## config.mk

```make
export PLATFORM = sky130hd
export DESIGN_NAME = rgbc_mac
export DESIGN_NICKNAME = d
export VERILOG_FILES = /design/src/hdl/rgbc_pkg.sv /design/src/hdl/rgbc_mac.sv
export SDC_FILE = /design/constraint.sdc
export NUM_CORES = 1
export LEC_CHECK = 0
export BUFFER_PORTS_ARGS = -buffer_cell sky130_fd_sc_hd__clkbuf_2
export CAP_MARGIN = 30
export CORE_AREA = 10 10 370 372
export CTS_CLUSTER_SIZE = 10
export DETAILED_ROUTE_END_ITERATION = 6
export DIE_AREA = 0 0 380 382
export PLACE_DENSITY = 0.46
export SLEW_MARGIN = 20
export SYNTH_ARGS = -nofsm -noshare
export SYNTH_HDL_FRONTEND = slang
export SYNTH_SLANG_ARGS = --single-unit
```

## constraint.sdc

```tcl
create_clock -name clk -period 12.1 [get_ports clk]
set_input_delay 0 -clock clk [delete_from_list [all_inputs] [get_ports clk]]
set_output_delay 0 -clock clk [all_outputs]
set_load 0.02 [all_outputs]
```

## src/hdl/rgbc_pkg.sv

```systemverilog
// Shared types and constants of the 5x5 RGB convolution block.
// No dependencies; imported by every module of the block.
package rgbc_pkg;

  localparam int CH_W     = 8;
  localparam int NCH      = 3;
  localparam int PIX_W    = CH_W * NCH;
  localparam int KDIM     = 5;
  localparam int NTAP     = KDIM * KDIM;
  localparam int LANES    = 4;
  localparam int CF_W     = 12;
  localparam int KROW_W   = CF_W * KDIM;
  localparam int ACC_W    = 26;
  localparam int DIV_W    = 16;
  localparam int CFG_W    = 60;
  localparam int CFG_AW   = 3;
  localparam int COL_O_W  = 11;
  localparam int ROW_O_W  = 12;
  localparam int IN_TD_W  = 24;
  localparam int OUT_TD_W = 48;
  localparam int WCMP_W   = 14;
  localparam int HCMP_W   = 15;

  localparam logic [CFG_AW-1:0] CFG_IMAGE_WIDTH  = 3'd0;
  localparam logic [CFG_AW-1:0] CFG_IMAGE_HEIGHT = 3'd1;
  localparam logic [CFG_AW-1:0] CFG_KERNEL_ROW0  = 3'd2;
  localparam logic [CFG_AW-1:0] CFG_KERNEL_ROW1  = 3'd3;
  localparam logic [CFG_AW-1:0] CFG_KERNEL_ROW2  = 3'd4;
  localparam logic [CFG_AW-1:0] CFG_KERNEL_ROW3  = 3'd5;
  localparam logic [CFG_AW-1:0] CFG_KERNEL_ROW4  = 3'd6;
  localparam logic [CFG_AW-1:0] CFG_DIVISOR      = 3'd7;

  typedef logic [PIX_W-1:0] pix_t;
  typedef logic [NTAP-1:0][PIX_W-1:0] win_t;
  typedef logic [LANES-1:0][PIX_W-1:0] lanes_t;
  typedef logic [KDIM-1:0][KROW_W-1:0] kern_t;
  typedef logic signed [ACC_W-1:0] acc_t;

  typedef struct packed {
    logic              en;
    logic [LANES-1:0]  lane_we;
  } mem_req_t;

endpackage

```

## src/hdl/rgbc_mac.sv

```systemverilog
// Three-channel multiply-accumulate over the 25 window taps, one tap per cycle.
// Depends on rgbc_pkg.
module rgbc_mac #(
  parameter int COEF_BITS = 12
) (
  input  logic            clk,
  input  logic            rst_n,
  input  logic            start,
  input  rgbc_pkg::win_t  win,
  input  rgbc_pkg::kern_t kern,
  output logic            done,
  output rgbc_pkg::acc_t  acc [rgbc_pkg::NCH]
);
  import rgbc_pkg::*;

  localparam int SH = CF_W - COEF_BITS;

  logic        busy_r;
  logic        done_r;
  logic [4:0]  k_r;
  logic [2:0]  r_r;
  logic [2:0]  c_r;
  acc_t        acc_r [NCH];
  pix_t        sample;
  logic [CF_W-1:0]        field;
  logic signed [CF_W-1:0] coef_sh;
  logic signed [CF_W-1:0] coef;
  logic signed [CH_W+CF_W:0] prod [NCH];

  always_comb begin
    sample  = win[k_r];
    field   = kern[r_r][c_r*CF_W +: CF_W];
    coef_sh = $signed(field << SH);
    coef    = coef_sh >>> SH;
    for (int ch = 0; ch < NCH; ch++) begin
      prod[ch] = $signed({1'b0, sample[ch*CH_W +: CH_W]}) * coef;
    end
  end

  always_ff @(posedge clk) begin
    if (!rst_n) begin
      busy_r <= 1'b0;
      done_r <= 1'b0;
    end else begin
      done_r <= 1'b0;
      if (start) begin
        busy_r <= 1'b1;
      end else if (busy_r && k_r == 5'(NTAP - 1)) begin
        busy_r <= 1'b0;
        done_r <= 1'b1;
      end
    end
  end

  always_ff @(posedge clk) begin
    if (start) begin
      k_r <= '0;
      r_r <= '0;
      c_r <= '0;
      for (int ch = 0; ch < NCH; ch++) begin
        acc_r[ch] <= '0;
      end
    end else if (busy_r) begin
      k_r <= k_r + 5'd1;
      if (c_r == 3'(KDIM - 1)) begin
        c_r <= '0;
        r_r <= r_r + 3'd1;
      end else begin
        c_r <= c_r + 3'd1;
      end
      for (int ch = 0; ch < NCH; ch++) begin
        acc_r[ch] <= acc_r[ch] + ACC_W'(prod[ch]);
      end
    end
  end

  assign done = done_r;
  assign acc  = acc_r;

endmodule

```

==> After elaboration in Yosys (flattened, before gate mapping) <==
Index checks and enable logic that the tools add are counted.
{ "classes": {"add_sub_neg": 6, "n_mul": 4, "n_lt_le_gt_ge": 2, "eq_ne": 2, "shift": 1, "n_mux": 8, "bitwise": 1, "reduce_logical": 4} }
{ "op_table": {"columns": ["op", "n"], "rows": [
  ["$bmux W60 S3", 1],
  ["$bmux W24 S5", 1],
  ["$add A26 B21 Y26", 3],
  ["$mul A9 B12 Y21", 3],
  ["$mux W60", 1],
  ["$shiftx A60 B8 Y12", 1],
  ["$mux W24", 1],
  ["$add A3 B1 Y3 const B", 2],
  ["$lt A5 B6 Y1 const B", 1],
  ["$add A5 B1 Y5 const B", 1],
  ["$eq A5 B5 Y1 const B", 1],
  ["$mul A3 B2 Y5 const B", 1],
  ["$lt A3 B4 Y1 const B", 1],
  ["$eq A3 B3 Y1 const B", 1],
  ["$mux W1", 3],
  ["$mux W3", 1],
  ["$reduce_and A2 Y1", 1],
  ["$reduce_bool A2 Y1", 1],
  ["$reduce_or A2 Y1", 1],
  ["$logic_and A1 B1 Y1", 1],
  ["$not A1 Y1", 1]
]} }
{ "totals": {"ff_bits": 91, "output_inout_bits": 79, "word_cells": 36} }

==> Longest topological paths before layout <==
{ "logic_depth": {"word_depth": 5, "mapped_depth": 31} }

==> Least setup slack after synthesis <==
Ideal clock, no wire load.
{ "synth_timing": {"path_kind": "reg2reg", "start": "register c_r[0]", "end": "register acc_r (netlist bit acc[25])", "setup_ps": 121, "arrival_ps": 6686, "required_time_ps": 11979, "slack_ps": 5293, "path_stages_with_launch": 28, "n_path_buf": 4, "path_cell_list": "dfxtp_1 buf_4 buf_4 buf_6 mux2i_1 a221oi_1 a22o_1 a21o_1 buf_4 nand2_1 fa_1 inv_1 fa_1 inv_1 fa_1 fa_1 fa_1 inv_1 ha_1 a21oi_1 nor2b_1 o21ai_0 nand2b_1 a2111oi_0 o21ai_0 a21oi_1 mux2_2 mux2_4"} }
{ "synth_between": {"elab_chain_cells": 4} }
{ "synth_rtl": {"columns": ["item", "line", "text"], "rows": [
  ["start, declared", "rgbc_mac.sv:22", "logic [2:0] c_r;"],
  ["start signal, assigned", "rgbc_mac.sv:69", "c_r <= c_r + 3'd1;"],
  ["$mul A3 B2 Y5", "rgbc_mac.sv:32", "field = kern[r_r][c_r*CF_W +: CF_W];"],
  ["$shiftx A60 B8 Y12", "rgbc_mac.sv:32", null],
  ["$mul A9 B12 Y21", "rgbc_mac.sv:36", "prod[ch] = $signed({1'b0, sample[ch*CH_W +: CH_W]}) * coef;"],
  ["$add A26 B21 Y26", "rgbc_mac.sv:72", "acc_r[ch] <= acc_r[ch] + ACC_W'(prod[ch]);"],
  ["end signal, assigned by index", "rgbc_mac.sv:72", null],
  ["end, declared", "rgbc_mac.sv:23", "acc_t acc_r [NCH];"]
]} }
Every way passes these cells.
A chain may end at the register's enable or synchronous reset.

==> Worst setup path in the final report <==
{ "layout_timing": {"start": "register k_r[0]", "end": "register acc_r (netlist bit acc[25])"} }
{ "layout_between": {"elab_chain_cells": 4} }
{ "layout_rtl": {"columns": ["item", "line", "text"], "rows": [
  ["start, declared", "rgbc_mac.sv:20", "logic [4:0] k_r;"],
  ["start signal, assigned", "rgbc_mac.sv:64", "k_r <= k_r + 5'd1;"],
  ["$bmux W24 S5", "rgbc_mac.sv:31", "sample = win[k_r];"],
  ["$mux W24 (implied by the code)", "rgbc_mac.sv:31", null],
  ["$mul A9 B12 Y21", "rgbc_mac.sv:36", null],
  ["$add A26 B21 Y26", "rgbc_mac.sv:72", null]
]} }
Every way passes these cells. The select of a mux whose other input is x is not followed.

==> flow_metrics.py <==
metrics = {
    "run_status": {
        "outcome": "finished, final reports clean",
    },
    "detailed_routing": {
        "firstDrtPassIters": 5,
        "drcViolationCount": 0,
        "wl_per_cell_um": 32.51,
        "antenna_left": 0,
        "via_per_inst": 4.583,
        "drtIter0Drc": 1996,
        "vias": 24514,
        "wl_um": 173900,
    },
    "finish": {
        "final_cell_mix": "clkbuf_2, inv_1, fa_1",
        "drive_gt1_frac": 0.3809,
        "synthToLayoutAreaGrowth_pct": 29.13,
        "nFillCells": 14429,
        "final_cell_area_um2": 32020,
        "final_common_cell": "clkbuf_2",
        "stdcell_count": 5349,
        "num-nets-final": 4937,
    },
    "worst_setup_path": {
        "slowest_delay_ns": 0.86,
        "r2r-start": "k_r[0]",
        "startpoint_type": "register",
        "r2r_slack_ns": 3.52,
        "slowest_stage": "dfxtp_4",
        "crit_start": "k_r[0]",
        "reg2reg_depth": 26,
        "crit_family": "adder cells",
        "cp_num_buf_inv": 5,
        "cpMostUsedCell": "fa_1",
        "path_max_fanout": 64,
        "required_ns": 12.41,
        "critPathArrivalTime_ns": 8.89,
        "endpoint_kind": "register",
        "reg2reg_to": "acc[25]",
        "crit_type": "register to register",
    },
    "placement": {
        "numPortBuffers": 981,
        "place_congestion": 1.005,
        "dpl_cell_area_um2": 31600,
        "dp_cells": 5287,
        "dp_hpwl_um": 156800,
    },
    "synth": {
        "netlist_area_um2": 24800,
        "ys_seq_area_frac": 0.07347,
        "synth-seq-cells": 91,
        "ys.warnings.count": 0,
        "async_flop_share": 0,
        "avgSynthCellArea_um2": 9.321,
        "ys.flop_type": "dfxtp_1",
        "synth_edf_count": 0,
        "syn_inst": 2660,
        "synth_nets": 4039,
        "synthDistinctLibCells": 74,
    },
    "die": {
        "die_area_um2": 145200,
        "core_area_um2": 129200,
        "dieHeight_um": 382,
        "rows": 132,
        "initial_core_util": 0.1920,
        "fp.dieW_um": 380,
        "io_pins": 982,
    },
    "worst_hold_path": {
        "hp-start": "start",
        "min_to": "acc[65]",
        "hold_depth": 2,
        "min-delay-path-class": "primary input to register",
    },
    "global_routing": {
        "grt_max_degree": 65,
        "track_usage": 0.2322,
        "grt_pass1_vias": 25601,
        "grt_overflow": 0,
        "antenna_found_initial": 129,
        "grt_pass1_wl_um": 231200,
    },
    "sta": {
        "hold_slack_ns": 0.04925,
        "slew_headroom": 0.2588,
        "rsz0062_at_grt": "no",
        "fin_crit_sh": 0.7095,
        "hold_viol_final": 0,
        "setup_viol": 0,
        "setup_tns_ns": 0,
        "clock.fmax_mhz": 116.5,
        "worstMarginPinSlew_ns": 1.100,
        "finalMaxSlewViolations": 0,
        "clock_skew_ns": 0.01990,
        "min_period_ns": 8.585,
    },
    "power_and_ir_drop": {
        "p_leak_nw": 15.59,
        "finalPower_w": 0.01361,
        "powerDensity_nw_per_um2": 425.0,
        "ir_drop_uv": 291.9,
    },
    "clocking": {
        "h-tree-depth": 3,
        "clock-sinks": 91,
        "post_cts_resize_count": 0,
        "path_clk_slew_ns": 0.10,
        "numCtsBuffers": 9,
        "cts_root_buf": "clkbuf_16",
        "cts_tree": "done",
        "insertion_delay_ns": 0.42,
        "clock_path_buffers": 2,
    },
    "run": {
        "max_cap_violations": 0,
    },
}
cell usage after synthesis (all sizes together), types with 19 or more instances:
cell    number  area (µm²)
a211oi      42       325.3
a21o        41       309.1
a21oi      135       750.7
buf         97       624.3
clkbuf      58       217.7
dfxtp       91        1822
fa         306        6126
ha         170        2127
inv        470        1764
mux2        25       285.3
mux2i      123        1231
mux4       194        4369
nand2      192       720.7
nand2b      46       287.8
nand3       19       95.09
nor2       265       994.7
nor2b       44       275.3
o21ai       95       513.0
or2         26       162.6
xnor2       35       306.5
xor2        23       201.4
state kept, by name (all words and copies together) (netlist names):
name,cells
c_r,3
r_r,3
k_r,5
acc,78
done,1
busy_r,1
layout make-up:
cell class / instances / area [µm²] / area share
Multi-Input combinational cell: 1940 / 20410 / 0.6373
Timing Repair Buffer: 1042 / 5405 / 0.1688
Tap cell: 1742 / 2180 / 0.06808
Sequential cell: 91 / 1849 / 0.05776
Inverter: 474 / 1779 / 0.05557
Clock buffer: 9 / 225.2 / 0.007034
Antenna cell: 44 / 110.1 / 0.003439
Clock inverter: 7 / 62.56 / 0.001954
worst reg2reg max path: cells and delay by family, from the launching register on:
kind / cells / cell delay (ns)
multiplexers: 3 / 1.33
flip-flops: 1 / 0.86
adder cells (fa/ha/maj): 6 / 2.75
buffers and inverters: 5 / 0.86
AO/OA/AOI/OAI: 9 / 2.30
AND/OR/NAND/NOR: 3 / 0.39
metal layers:
layer,wire length (µm),vias up,GRT usage,part of all wire
li1,-,10801,-,-
met1,73880,12478,0.3018,0.42
met2,76570,1003,0.3572,0.44
met3,18490,182,0.08773,0.11
met4,4640,50,0.06485,0.027
met5,319,-,0,0.0018
worst max path at each step:
| stage | to | slack (ns) | depth (start not counted) |
|---|---|---|---|
| after CTS | acc[77] | 3.32 | 25 |
| after global routing | acc[25] | 2.89 | 26 |
| after global placement | acc[77] | 3.38 | 24 |
| after floorplan | acc[25] | 5.29 | 27 |
| after detailed placement | acc[77] | 3.32 | 25 |
| final | acc[25] | 3.52 | 26 |
cell families (layout without fill, tap and decap cells):
kind of cell | Yosys count | in the layout | synth area share
adders and majority gates | 476 | 476 | 0.3328
DFF | 91 | 91 | 0.07347
other | 0 | 44 | 0
AOI/OAI and AO/OA | 407 | 407 | 0.1106
buffers and inverters | 629 | 1532 | 0.1057
and+or+nand+nor | 657 | 657 | 0.1195
muxes | 342 | 342 | 0.2374
xor gates and xnor gates | 58 | 58 | 0.02049
power breakdown:
group | total [W] | internal [W] | switching, W
clock | 0.000318 | 0.000145 | 0.000173
combinational | 0.0128 | 0.00540 | 0.00740
sequential | 0.000488 | 0.000396 | 0.0000924
timing repair:
action,CTS,global route
hold buffers,1,0
setup buffers,0,0
endpoints found under the hold margin,2,0
stage by stage:
stage	utilization	setup slack (ns)
4_1_cts	0.2470	3.320
6_report	0.2479	3.515
2_1_floorplan	-	5.293
3_3_place_gp	0.2444	3.377
5_1_grt	0.2473	2.893
3_5_place_dp	0.2447	3.320
No activity file was read; power rests on OpenSTA's default activity.
