`src/hdl/rgbc_pkg.sv`:
```
// Shared types and constants of the 5x5 RGB convolution block.
// No dependencies; imported by every module of the block.
package rgbc_pkg;

  localparam int CH_W     = 8;
  localparam int NCH      = 3;
  localparam int PIX_W    = CH_W * NCH;
  localparam int KDIM     = 5;
  localparam int NTAP     = KDIM * KDIM;
  localparam int LANES    = 4;
  localparam int CF_W     = 12;
  localparam int KROW_W   = CF_W * KDIM;
  localparam int ACC_W    = 26;
  localparam int DIV_W    = 16;
  localparam int CFG_W    = 60;
  localparam int CFG_AW   = 3;
  localparam int COL_O_W  = 11;
  localparam int ROW_O_W  = 12;
  localparam int IN_TD_W  = 24;
  localparam int OUT_TD_W = 48;
  localparam int WCMP_W   = 14;
  localparam int HCMP_W   = 15;

  localparam logic [CFG_AW-1:0] CFG_IMAGE_WIDTH  = 3'd0;
  localparam logic [CFG_AW-1:0] CFG_IMAGE_HEIGHT = 3'd1;
  localparam logic [CFG_AW-1:0] CFG_KERNEL_ROW0  = 3'd2;
  localparam logic [CFG_AW-1:0] CFG_KERNEL_ROW1  = 3'd3;
  localparam logic [CFG_AW-1:0] CFG_KERNEL_ROW2  = 3'd4;
  localparam logic [CFG_AW-1:0] CFG_KERNEL_ROW3  = 3'd5;
  localparam logic [CFG_AW-1:0] CFG_KERNEL_ROW4  = 3'd6;
  localparam logic [CFG_AW-1:0] CFG_DIVISOR      = 3'd7;

  typedef logic [PIX_W-1:0] pix_t;
  typedef logic [NTAP-1:0][PIX_W-1:0] win_t;
  typedef logic [LANES-1:0][PIX_W-1:0] lanes_t;
  typedef logic [KDIM-1:0][KROW_W-1:0] kern_t;
  typedef logic signed [ACC_W-1:0] acc_t;

  typedef struct packed {
    logic              en;
    logic [LANES-1:0]  lane_we;
  } mem_req_t;

endpackage

```
`src/hdl/rgbc_div.sv`:
```
// Three-lane restoring divider, one quotient bit per cycle, truncating toward zero.
// Keeps the low 8 bits of each quotient. Depends on rgbc_pkg.
module rgbc_div (
  input  logic                    clk,
  input  logic                    rst_n,
  input  logic                    start,
  input  rgbc_pkg::acc_t          num [rgbc_pkg::NCH],
  input  logic [rgbc_pkg::DIV_W-1:0] den,
  output logic                    done,
  output logic [rgbc_pkg::CH_W-1:0] quot [rgbc_pkg::NCH]
);
  import rgbc_pkg::*;

  localparam int CW = $clog2(ACC_W);

  logic                 busy_r;
  logic                 done_r;
  logic [CW-1:0]        cnt_r;
  logic [DIV_W-1:0]     den_r;
  logic [NCH-1:0]       neg_r;
  logic [ACC_W-1:0]     quo_r [NCH];
  logic [DIV_W-1:0]     rem_r [NCH];
  logic [DIV_W:0]       sh    [NCH];

  always_comb begin
    for (int ch = 0; ch < NCH; ch++) begin
      sh[ch]   = {rem_r[ch], quo_r[ch][ACC_W-1]};
      quot[ch] = neg_r[ch] ? CH_W'(-quo_r[ch][CH_W-1:0]) : quo_r[ch][CH_W-1:0];
    end
  end

  always_ff @(posedge clk) begin
    if (!rst_n) begin
      busy_r <= 1'b0;
      done_r <= 1'b0;
    end else begin
      done_r <= 1'b0;
      if (start) begin
        busy_r <= 1'b1;
      end else if (busy_r && cnt_r == CW'(ACC_W - 1)) begin
        busy_r <= 1'b0;
        done_r <= 1'b1;
      end
    end
  end

  always_ff @(posedge clk) begin
    if (start) begin
      cnt_r <= '0;
      den_r <= (den == '0) ? DIV_W'(1) : den;
      for (int ch = 0; ch < NCH; ch++) begin
        neg_r[ch] <= num[ch][ACC_W-1];
        quo_r[ch] <= num[ch][ACC_W-1] ? ACC_W'(-num[ch]) : num[ch];
        rem_r[ch] <= '0;
      end
    end else if (busy_r) begin
      cnt_r <= cnt_r + CW'(1);
      for (int ch = 0; ch < NCH; ch++) begin
        if (sh[ch] >= {1'b0, den_r}) begin
          rem_r[ch] <= DIV_W'(sh[ch] - {1'b0, den_r});
          quo_r[ch] <= {quo_r[ch][ACC_W-2:0], 1'b1};
        end else begin
          rem_r[ch] <= sh[ch][DIV_W-1:0];
          quo_r[ch] <= {quo_r[ch][ACC_W-2:0], 1'b0};
        end
      end
    end
  end

  assign done = done_r;

endmodule

```
`config.mk`:
```
export PLATFORM = sky130hd
export DESIGN_NAME = rgbc_div
export DESIGN_NICKNAME = d
export VERILOG_FILES = /design/src/hdl/rgbc_pkg.sv /design/src/hdl/rgbc_div.sv
export SDC_FILE = /design/constraint.sdc
export NUM_CORES = 1
export LEC_CHECK = 0
export BUFFER_PORTS_ARGS = -buffer_cell sky130_fd_sc_hd__buf_4
export CORE_ASPECT_RATIO = 2
export CORE_MARGIN = 5
export CORE_UTILIZATION = 47
export CTS_CLUSTER_SIZE = 24
export DETAILED_ROUTE_END_ITERATION = 7
export PLACE_DENSITY_LB_ADDON = 0.2
export SYNTH_ARGS = -nofsm -noshare
export SYNTH_HDL_FRONTEND = slang
export SYNTH_SLANG_ARGS = --single-unit
export TNS_END_PERCENT = 50
```
`constraint.sdc`:
```
create_clock -name clk -period 6.52 [get_ports clk]
set_input_delay 1.304 -clock clk [delete_from_list [all_inputs] [get_ports clk]]
set_output_delay 1.304 -clock clk [all_outputs]
set_load 0.05 [all_outputs]
```
Word-level counts from Yosys, hierarchy flattened
Memory sizes are Yosys's and may differ from the RTL's.
Cells that the tools add are included.
Operators by class
  add/subtract/negate cells: 10
  multiply operators: 0
  divide/modulo/power cells: 0
  order comparisons: 3
  equal/unequal tests: 1
  shift-type cells: 0
  muxes and demuxes: 47
  bitwise gates (word level): 13
  reductions and logical operators: 4
Operator list (count)
  2-to-1 mux 26 bit: 9
  2-to-1 mux 16 bit: 6
  negation 26 bit: 3
  >= comparator 17 x 16 -> 1 bit: 3
  subtractor 16 bit: 3
  2-to-1 mux 1 bit: 29
  2-to-1 mux 8 bit: 3
  negation 8 bit: 3
  logical NOT 16 bit: 1
  OR 1 bit: 12
  adder 5 x 1 -> 5 bit, second input constant: 1
  == test 5 bit, second input constant: 1
  nonzero test 2 bit: 1
  OR reduction 2 bit: 1
  logical AND 1 bit: 1
  inverter 1 bit: 1
Storage, ports and cells
  register bits after elaboration: 26
  latch bits: 0
  RAM bits: 126
  memory bits (read-only): 0
  input port bits: 97
  word-level logic and storage cells: 85
  memories: 2
Memories
  quo_r: words 3, bits a word 26, read ports 3, clocked after Yosys merged registers in 0, write ports 3, RTL line rgbc_div.sv:21  | logic [ACC_W-1:0] quo_r [NCH];
  rem_r: words 3, bits a word 16, read ports 3, clocked after Yosys merged registers in 0, write ports 3, RTL line rgbc_div.sv:22  | logic [DIV_W-1:0] rem_r [NCH];

Depth between registers and ports, before layout
Gate-level depths: netlist of the first run.
  word-level depth: 7
  depth in mapped cells: 11
  mapped depth without buffers: 11

Worst setup path before layout of the first run
OpenSTA, ideal clock, no wires.
  path type: in2reg
  from: in start
  to: mem quo_r[0][0], enable pin
  arrival: 3145 ps
  required time: 6089 ps
  slack: 2944 ps
  cell stages on the path: 2
  cells stage by stage: clkbuf_1 > or2_2
RTL lines
  start, declared: RTL line rgbc_div.sv:6  | input logic start,
  end, declared: RTL line rgbc_div.sv:21

==> metrics, run 1 <==
# fillers=2,022; hold_sp=cnt_r[1]; commonest non-fill, non-tap cells in the layout=edfxtp_1, buf_4, nand2_1; core area=22,100 um2; vias in the first global route=8,477; r2r startpoint=den_r[1]; global-route wire length before repair=42,600 um; Worst Path Arrival=3.78 ns; Placed Cells=1,430; library cells used by synthesis=68; initial core utilization=47.7%; Seq cells post-synth=152; total grt overflow=0; Hold Buf Count CTS=0; CP Capture Type=flip-flop; XOR/XNOR Fraction of Synth Area=10.4%; Max Slew Vio Count=0; DRC viols=0; crit start category=input port; Post-Synthesis Cell Area=10,500 um2; Longest Clk Path Bufs=2; Boundary Pins=122; routed via count=8,433; floorplan row count=77; Area growth syn-to-layout=15.5%; GPL Wtd Cong=0.871; Sink Count=152; drt pass-1 iters=4; Hold Crit Class=reg -> reg; hpwl dp=19,900 um; Ys Warns=0; status=finished clean; count of final setup violators=0; Tightest Pin Transition=0.926 ns; simple-gate area share of the yosys netlist=16.0%; sequential-to-total area share from yosys stat=42.6%; area of the multi-input gates=5680 um2; IO Port Bufs=121; Reg area=4480 um2; f_max=277 MHz; Final Hold Vio Count=0; Die H=222 um; largest net degree at the start of global routing=65; antenna-violating nets left=0; die area=25,700 um2; H-tree levels=4; EDFF count, synth=144; Compound-Gate Fraction of Synth Area=17.1%; Finished Layout Cells=1,463; Worst slew margin=38.3%; multiplexer share of the synthesized area=3.04%; DR vias/cell=5.76; syn avg cell area=9.73 um2; DRC marker count from the first detailed-route iteration=409; leakage=0.00483 uW; pre-CTS setup slack=2.45 ns; CTS root buf=clkbuf_16; commonest non-fill, non-tap cell in the layout=edfxtp_1; Async SR Flop Fraction=0%; Tot GR Track Use=21.2%; die width=116 um; unrepaired setup endpoints after global routing=false; wire per inst=18.1 um; post_cts resized=0; cts bufs inserted=17; clock latency at the later pin of the worst-skew pair=0.44 ns; Worst Path Required=6.69 ns; Setup Fix Bufs, Post-CTS=0; Max Cap Viol=0; Peak supply drop=0.000158 V; initial antenna violation count=1; cell count after synthesis=1,082; fin nets=1,329; Synth Area in Adders=7.23%; Cell Pwr Density=257 nW/um2; CTS tree=done; fin worst setup slack=2.92 ns; crit path launch=start; Synth Flop Type=edfxtp_1; layout cells sized above 1=15.4%; final period utilization=55.3%; Crit Path Class=in -> reg; largest fanout on the critical path=56; final WL=26,500 um; Synth Net Count=1,238; clock slew at reported path FFs=0.07 ns; largest family of logic cells by synthesized area=compound AO/OA/AOI/OAI gates; TNS Setup=0 ns; Tmin final=3.60 ns; Layout Skew=0.0118 ns
routing by layer:
layer	vias to the layer above	part of all wire (%)	track usage, %
li1	4173	-	-
met1	4029	38	23.0
met2	189	55	39.4
met3	42	3.5	3.50
met4	0	3.0	8.58
met5	-	0	0
power by group:
part	switching, uW	internal [uW]	total [uW]	leakage, uW
clock	435	493	928	0.000258
combinational	557	373	930	0.00301
sequential	64.4	1200	1260	0.00156
total	1060	2060	3120	0.00483
area by class of cell:
| type | count | share of cell area (%) |
|---|---|---|
| Multi-Input combinational cell | 835 | 46.7 |
| Antenna cell | 1 | 0.0206 |
| Sequential cell | 152 | 36.9 |
| Inverter | 40 | 1.23 |
| Clock buffer | 17 | 3.50 |
| Tap cell | 276 | 2.84 |
| Timing Repair Buffer | 127 | 7.84 |
| Clock inverter | 15 | 0.988 |
synthesized netlist by cell type (5+ instances only):
master / count / share of area (%)
o21ai_1: 27 / 1.3
o21ai_0: 79 / 3.8
nor2_1: 85 / 3.0
a211oi_1: 14 / 1.0
edfxtp_1: 144 / 41
nor3_1: 19 / 0.90
a21oi_1: 39 / 1.9
mux2i_1: 32 / 3.0
xor2_1: 59 / 4.9
nand2b_1: 14 / 0.83
dfxtp_1: 8 / 1.5
nand4_1: 10 / 0.59
xnor2_1: 66 / 5.5
clkbuf_1: 47 / 1.7
or2_2: 8 / 0.48
nand2_1: 109 / 3.9
o41ai_1: 18 / 1.5
nor2b_1: 13 / 0.77
nand3_1: 23 / 1.1
nor4_1: 13 / 0.77
o21a_1: 11 / 0.78
or3_1: 15 / 0.89
o31a_1: 5 / 0.42
a31oi_1: 7 / 0.42
a22o_1: 22 / 1.8
inv_1: 40 / 1.4
ha_1: 56 / 6.7
a21o_1: 8 / 0.57
o31ai_1: 24 / 1.7
or4_1: 8 / 0.57
cell families (layout without fill, tap and decap cells):
kind of cell / Yosys count / after routing
AO/OA/AOI/OAI: 278 / 278
XOR/XNOR: 125 / 125
adder cells (fa/ha/maj): 59 / 59
buffers and inverters: 95 / 199
flip-flops: 152 / 152
multiplexers: 32 / 32
other: 0 / 1
AND/OR/NAND/NOR: 341 / 341
sequential cells by signal, indices dropped and copies added (netlist names):
register,flops
cnt_r,5
rem_r,48
busy_r,1
neg_r,3
den_r,16
done,1
quo_r,78
through the flow:
stage | utilization (%) | hold WS [ns] | cell area, um2 | power [uW]
after floorplan | - | 0.479 | 10500 | 1940
after global placement | 52.6 | 0.502 | 11600 | 2200
after detailed placement | 52.6 | 0.514 | 11600 | 2210
after global routing | 55.1 | 0.551 | 12200 | 3290
after CTS | 55.1 | 0.523 | 12200 | 3150
final | 55.1 | 0.520 | 12200 | 3120
path summary, 6_finish.rpt:
check                              endpoint  slack [ns]  cells after the start
worst max-delay path            rem_r[1][4]        2.92                      8
worst min-delay path               cnt_r[1]        0.52                      2
worst max register to register  rem_r[0][5]        2.92                     10
worst min register to register     cnt_r[1]        0.52                      2
worst max-delay path, cell delays in order:
cell and delay, ns:
buf_4 0.31, nand2b_2 0.28, a2111oi_0 0.38, o21ai_1 0.12, a21oi_1 0.36, nand2_1 0.59, mux2i_1 0.34, nor2_1 0.07
No activity file was read; power rests on OpenSTA's default activity.
==> inputs of run 2 (changes only) <==
==> constraint.sdc (replaced) <==
create_clock -name clk -period 3.5 [get_ports clk]
set_input_delay 0.7 -clock clk [delete_from_list [all_inputs] [get_ports clk]]
set_output_delay 0.7 -clock clk [all_outputs]
set_load 0.05 [all_outputs]
==> metrics, run 2 (synthesis gave the netlist of run 1 again) <==
Worst Path Required=3.67 ns; area of the multi-input gates=5680 um2; Die H=222 um; core area=22,100 um2; post_cts resized=0; Boundary Pins=122; CP Depth=10; largest net degree at the start of global routing=56; M1 GR Usage=22.6%; Hold Buf Count CTS=0; vias in the first global route=8,838; fin nets=1,341; clock latency at the later pin of the worst-skew pair=0.44 ns; worst r2r dst=rem_r[0][9]; Max Cap Viol=0; unrepaired setup endpoints after global routing=false; DRC marker count from the first detailed-route iteration=501; Hold Path Depth=1; hpwl dp=20,500 um; # diodes=0; routed via count=8,586; CTS root buf=clkbuf_16; commonest non-fill, non-tap cell in the layout=edfxtp_1; count of final setup violators=0; CP Capture Type=flip-flop; die width=116 um; global-route wire length before repair=43,600 um; Biggest register=quo_r; total grt overflow=0; worst stage delay on the critical path=0.40 ns; antenna-violating nets left=0; initial antenna violation count=0; leakage=0.00490 uW; pre-CTS setup slack=0.298 ns; Reg area=4480 um2; Crit Path Class=reg -> reg; GPL Wtd Cong=0.883; Tightest Pin Transition=0.673 ns; # fillers=1,980; Longest Clk Path Bufs=2; worst setup path endpoint=rem_r[0][9]; Bufs and invs on worst path=2; final core occ=55.7%; Cell Pwr Density=478 nW/um2; global route hottest layer=met2; r2r startpoint=den_r[1]; CTS tree=done; Worst R2R Path Depth=10; H-tree levels=4; Tmin final=3.01 ns; critical path's slowest cell=or3b_1; met3 Resource Use GR=3.99%; Worst Path Arrival=3.19 ns; Tot GR Track Use=21.7%; max reg flops=78; DRC viols=0; layout cells sized above 1=16.1%; Peak supply drop=0.000330 V; Max Slew Vio Count=0; Final Hold Vio Count=0; fin worst setup slack=0.487 ns; TNS Setup=0 ns; Worst slew margin=55.1%; final WL=27,000 um; Sink Count=152; IO Port Bufs=121; met2 Usage GRT=40.4%; Layout Skew=0.00825 ns; floorplan row count=77; status=finished clean; largest fanout on the critical path=12; Setup Fix Bufs, Post-CTS=0; drt pass-1 iters=5; f_max=332 MHz; die area=25,700 um2; Hold Crit Class=in -> reg; kind of cell adding the most delay to the critical path=compound AO/OA/AOI/OAI gates; Placed Cells=1,442; Largest regs=quo_r x78, rem_r x48, den_r x16; DR vias/cell=5.82; Finished Layout Cells=1,474; total power=5870 uW; initial core utilization=47.7%; Reg2Reg Setup Slack=0.49 ns; commonest non-fill, non-tap cells in the layout=edfxtp_1, buf_4, nand2_1; clock slew at reported path FFs=0.06 ns; crit start category=flip-flop; final period utilization=86.1%; cts bufs inserted=17; crit path launch=den_r[1]; wire per inst=18.3 um; Area growth syn-to-layout=16.7%; cells along the critical path=inv_1 -> ha_1 -> nor2b_1 -> o31a_1 -> o311a_1 -> or3b_1 -> a21oi_2 -> buf_4 -> mux2i_1 -> nor2_1
==> run 2: changes by cell type in the layout (fill, tap and decap cells not counted), sizes merged <==
cell      before  now
buf          127  139
bufinv         0    1
clkbuf        17   21
clkinv         7    4
clkinvlp       3    4
diode          1    0
inv           45   42
==> run 2: layer usage <==
layer | routed length, um | vias up
met5 | 0 | -
li1 | - | 4199
met4 | 1110 | 0
met3 | 1070 | 62
met2 | 15000 | 205
met1 | 9880 | 4120
==> run 2: worst min-delay path by stage <==
stage,start,end,slack [ns]
2_1_floorplan,cnt_r[4],cnt_r[4],0.48
5_1_grt,den[3],den_r[3],0.43
6_report,den[14],den_r[14],0.44
3_3_place_gp,cnt_r[1],cnt_r[1],0.50
3_5_place_dp,quo_r[0][10],quo_r[0][11],0.51
4_1_cts,den[14],den_r[14],0.42
==> run 2: through the flow <==
stage          hold WS (ns)  cell area [um2]
3_3_place_gp          0.503            11700
2_1_floorplan         0.479            10500
4_1_cts               0.421            12300
3_5_place_dp          0.515            11700
6_report              0.442            12300
5_1_grt               0.425            12300
==> run 2: layout make-up <==
| type | count | area share (%) |
|---|---|---|
| clock buffers | 21 | 3.59 |
| clock inverters | 11 | 0.825 |
| inverters | 40 | 1.22 |
| multi-input cells | 835 | 46.2 |
| flip-flops and latches | 152 | 36.5 |
| well taps | 276 | 2.81 |
| repair buffers | 139 | 8.80 |
==> run 2: where the power goes <==
| group | switching [uW] | internal [uW] | total (uW) | leakage (uW) |
|---|---|---|---|---|
| Sequential | 113 | 2230 | 2350 | 0.00156 |
| Combinational | 1040 | 717 | 1760 | 0.00308 |
| Clock | 783 | 978 | 1760 | 0.000254 |
==> inputs of run 3 (changes only) <==
--- a/config.mk
+++ b/config.mk
@@ -8,7 +8,7 @@
 export BUFFER_PORTS_ARGS = -buffer_cell sky130_fd_sc_hd__buf_4
 export CORE_ASPECT_RATIO = 2
 export CORE_MARGIN = 5
-export CORE_UTILIZATION = 47
+export CORE_UTILIZATION = 30
 export CTS_CLUSTER_SIZE = 24
 export DETAILED_ROUTE_END_ITERATION = 7
 export PLACE_DENSITY_LB_ADDON = 0.2
==> metrics, run 3 (synthesis gave the netlist of run 1 again) <==
Worst Path Required=3.67 ns; fin nets=1,344; Die H=275 um; DRC marker count from the first detailed-route iteration=403; DR vias/cell=5.08; Setup Fix Bufs, Post-CTS=0; Longest Clk Path Bufs=2; Largest regs=quo_r x78, rem_r x48, den_r x16; largest fanout on the critical path=8; CTS tree=done; GPL Wtd Cong=0.849; layout cells sized above 1=16.3%; Max Cap Viol=0; Hold Path Sink=den_r[12]; DP Area=12,000 um2; max reg flops=78; drt pass-1 iters=4; final period utilization=85.5%; IO Port Bufs=121; f_max=334 MHz; Reg2Reg Setup Slack=0.51 ns; DRC viols=0; crit start category=flip-flop; Sink Count=152; TNS Setup=0 ns; commonest non-fill, non-tap cells in the layout=edfxtp_1, buf_4, nand2_1; CTS root buf=clkbuf_16; die area=39,200 um2; Hold Path Depth=1; CP Capture Type=flip-flop; vias in the first global route=8,531; # fillers=3,547; unrepaired setup endpoints after global routing=false; Area growth syn-to-layout=18.8%; clock slew at reported path FFs=0.06 ns; Cell Pwr Density=467 nW/um2; Hold Crit Class=in -> reg; Final Hold Vio Count=0; H-tree levels=4; total grt overflow=0; commonest non-fill, non-tap cell in the layout=edfxtp_1; routed via count=8,370; cts bufs inserted=17; wire per inst=17.8 um; leakage=0.00490 uW; die width=142 um; design area=12,500 um2; hpwl dp=22,300 um; Tmin final=2.99 ns; Layout Skew=0.0139 ns; Hold Buf Count CTS=0; Biggest register=quo_r; Max Slew Vio Count=0; clock latency at the later pin of the worst-skew pair=0.44 ns; global-route wire length before repair=45,400 um; floorplan row count=97; Tot GR Track Use=14.9%; Worst R2R Path Depth=10; antenna-violating nets left=0; Worst slew margin=51.0%; Boundary Pins=122; Peak supply drop=0.000333 V; initial core utilization=30.2%; hold_sp=den[12]; Crit Path Class=reg -> reg; Tightest Pin Transition=0.733 ns; count of final setup violators=0; r2r startpoint=den_r[14]; initial antenna violation count=1; Worst Path Arrival=3.16 ns; core area=34,800 um2; worst r2r dst=rem_r[1][8]; post_cts resized=0; largest net degree at the start of global routing=87; status=finished clean; final WL=29,300 um
==> run 3: cell types whose count changed in the layout (fill, tap and decap cells not counted) <==
| cell | previous run | this run |
|---|---|---|
| clkinv_4 | 1 | 2 |
| buf_12 | 3 | 2 |
| bufinv_16 | 1 | 0 |
| clkinv_2 | 3 | 1 |
| buf_4 | 136 | 140 |
| diode_2 | 0 | 1 |
| clkbuf_8 | 0 | 2 |
==> run 3: worst max-delay path, cell delays in order, from the launching register on <==
cell and delay [ns]:
edfxtp_1 0.41, inv_1 0.21, ha_1 0.32, a21o_1 0.24, a2111oi_0 0.42, o21ai_1 0.12
a21oi_1 0.42, nand2_1 0.14, buf_4 0.21, mux2i_1 0.17, nor2_1 0.06
==> run 3: metal layers <==
layer / GRT usage (%) / wire (um) / vias up / share of wire [%]
li1: - / - / 4215 / -
met1: 15.4 / 11100 / 3959 / 38
met2: 27.6 / 15800 / 149 / 54
met3: 3.25 / 1170 / 47 / 4.0
met4: 7.99 / 1260 / 0 / 4.3
met5: 0 / 0 / - / 0
==> run 3: area by class of cell <==
type,instances,area [um2],area share (%)
diodes,1,2.50,0.0200
clock buffers,23,468,3.74
clock inverters,9,70.1,0.560
inverters,40,150,1.20
multi-input cells,835,5680,45.4
flip-flops and latches,152,4480,35.9
well taps,445,557,4.45
repair buffers,142,1090,8.73
==> run 3: through the flow <==
step	hold slack [ns]	power, uW	worst slack (ns)	util [%]	std cells
finish	0.446	5840	0.508	35.9	1647
global route	0.424	6180	0.328	35.9	1647
CTS	0.415	5950	0.473	35.9	1646
detailed placement	0.509	4170	0.239	34.3	1614
global placement	0.499	4160	0.239	34.3	1614
floorplan	0.479	3610	0.471	-	1082
==> run 3: worst max-delay path by stage <==
stage	from	end	cells past startpoint
CTS	quo_r[0][0]	quot[23]	5
finish	den_r[14]	rem_r[1][8]	10
floorplan	den_r[1]	rem_r[0][10]	10
global placement	num[61]	quo_r[0][23]	8
global route	den_r[14]	rem_r[1][6]	10
detailed placement	num[61]	quo_r[0][23]	8
==> run 3: power by group <==
part / leakage, uW / switching [uW] / internal (uW) / total [uW]
combinational: 0.00309 / 1050 / 714 / 1770
sequential: 0.00156 / 118 / 2230 / 2350
clock: 0.000250 / 776 / 949 / 1720
total: 0.00490 / 1950 / 3900 / 5840
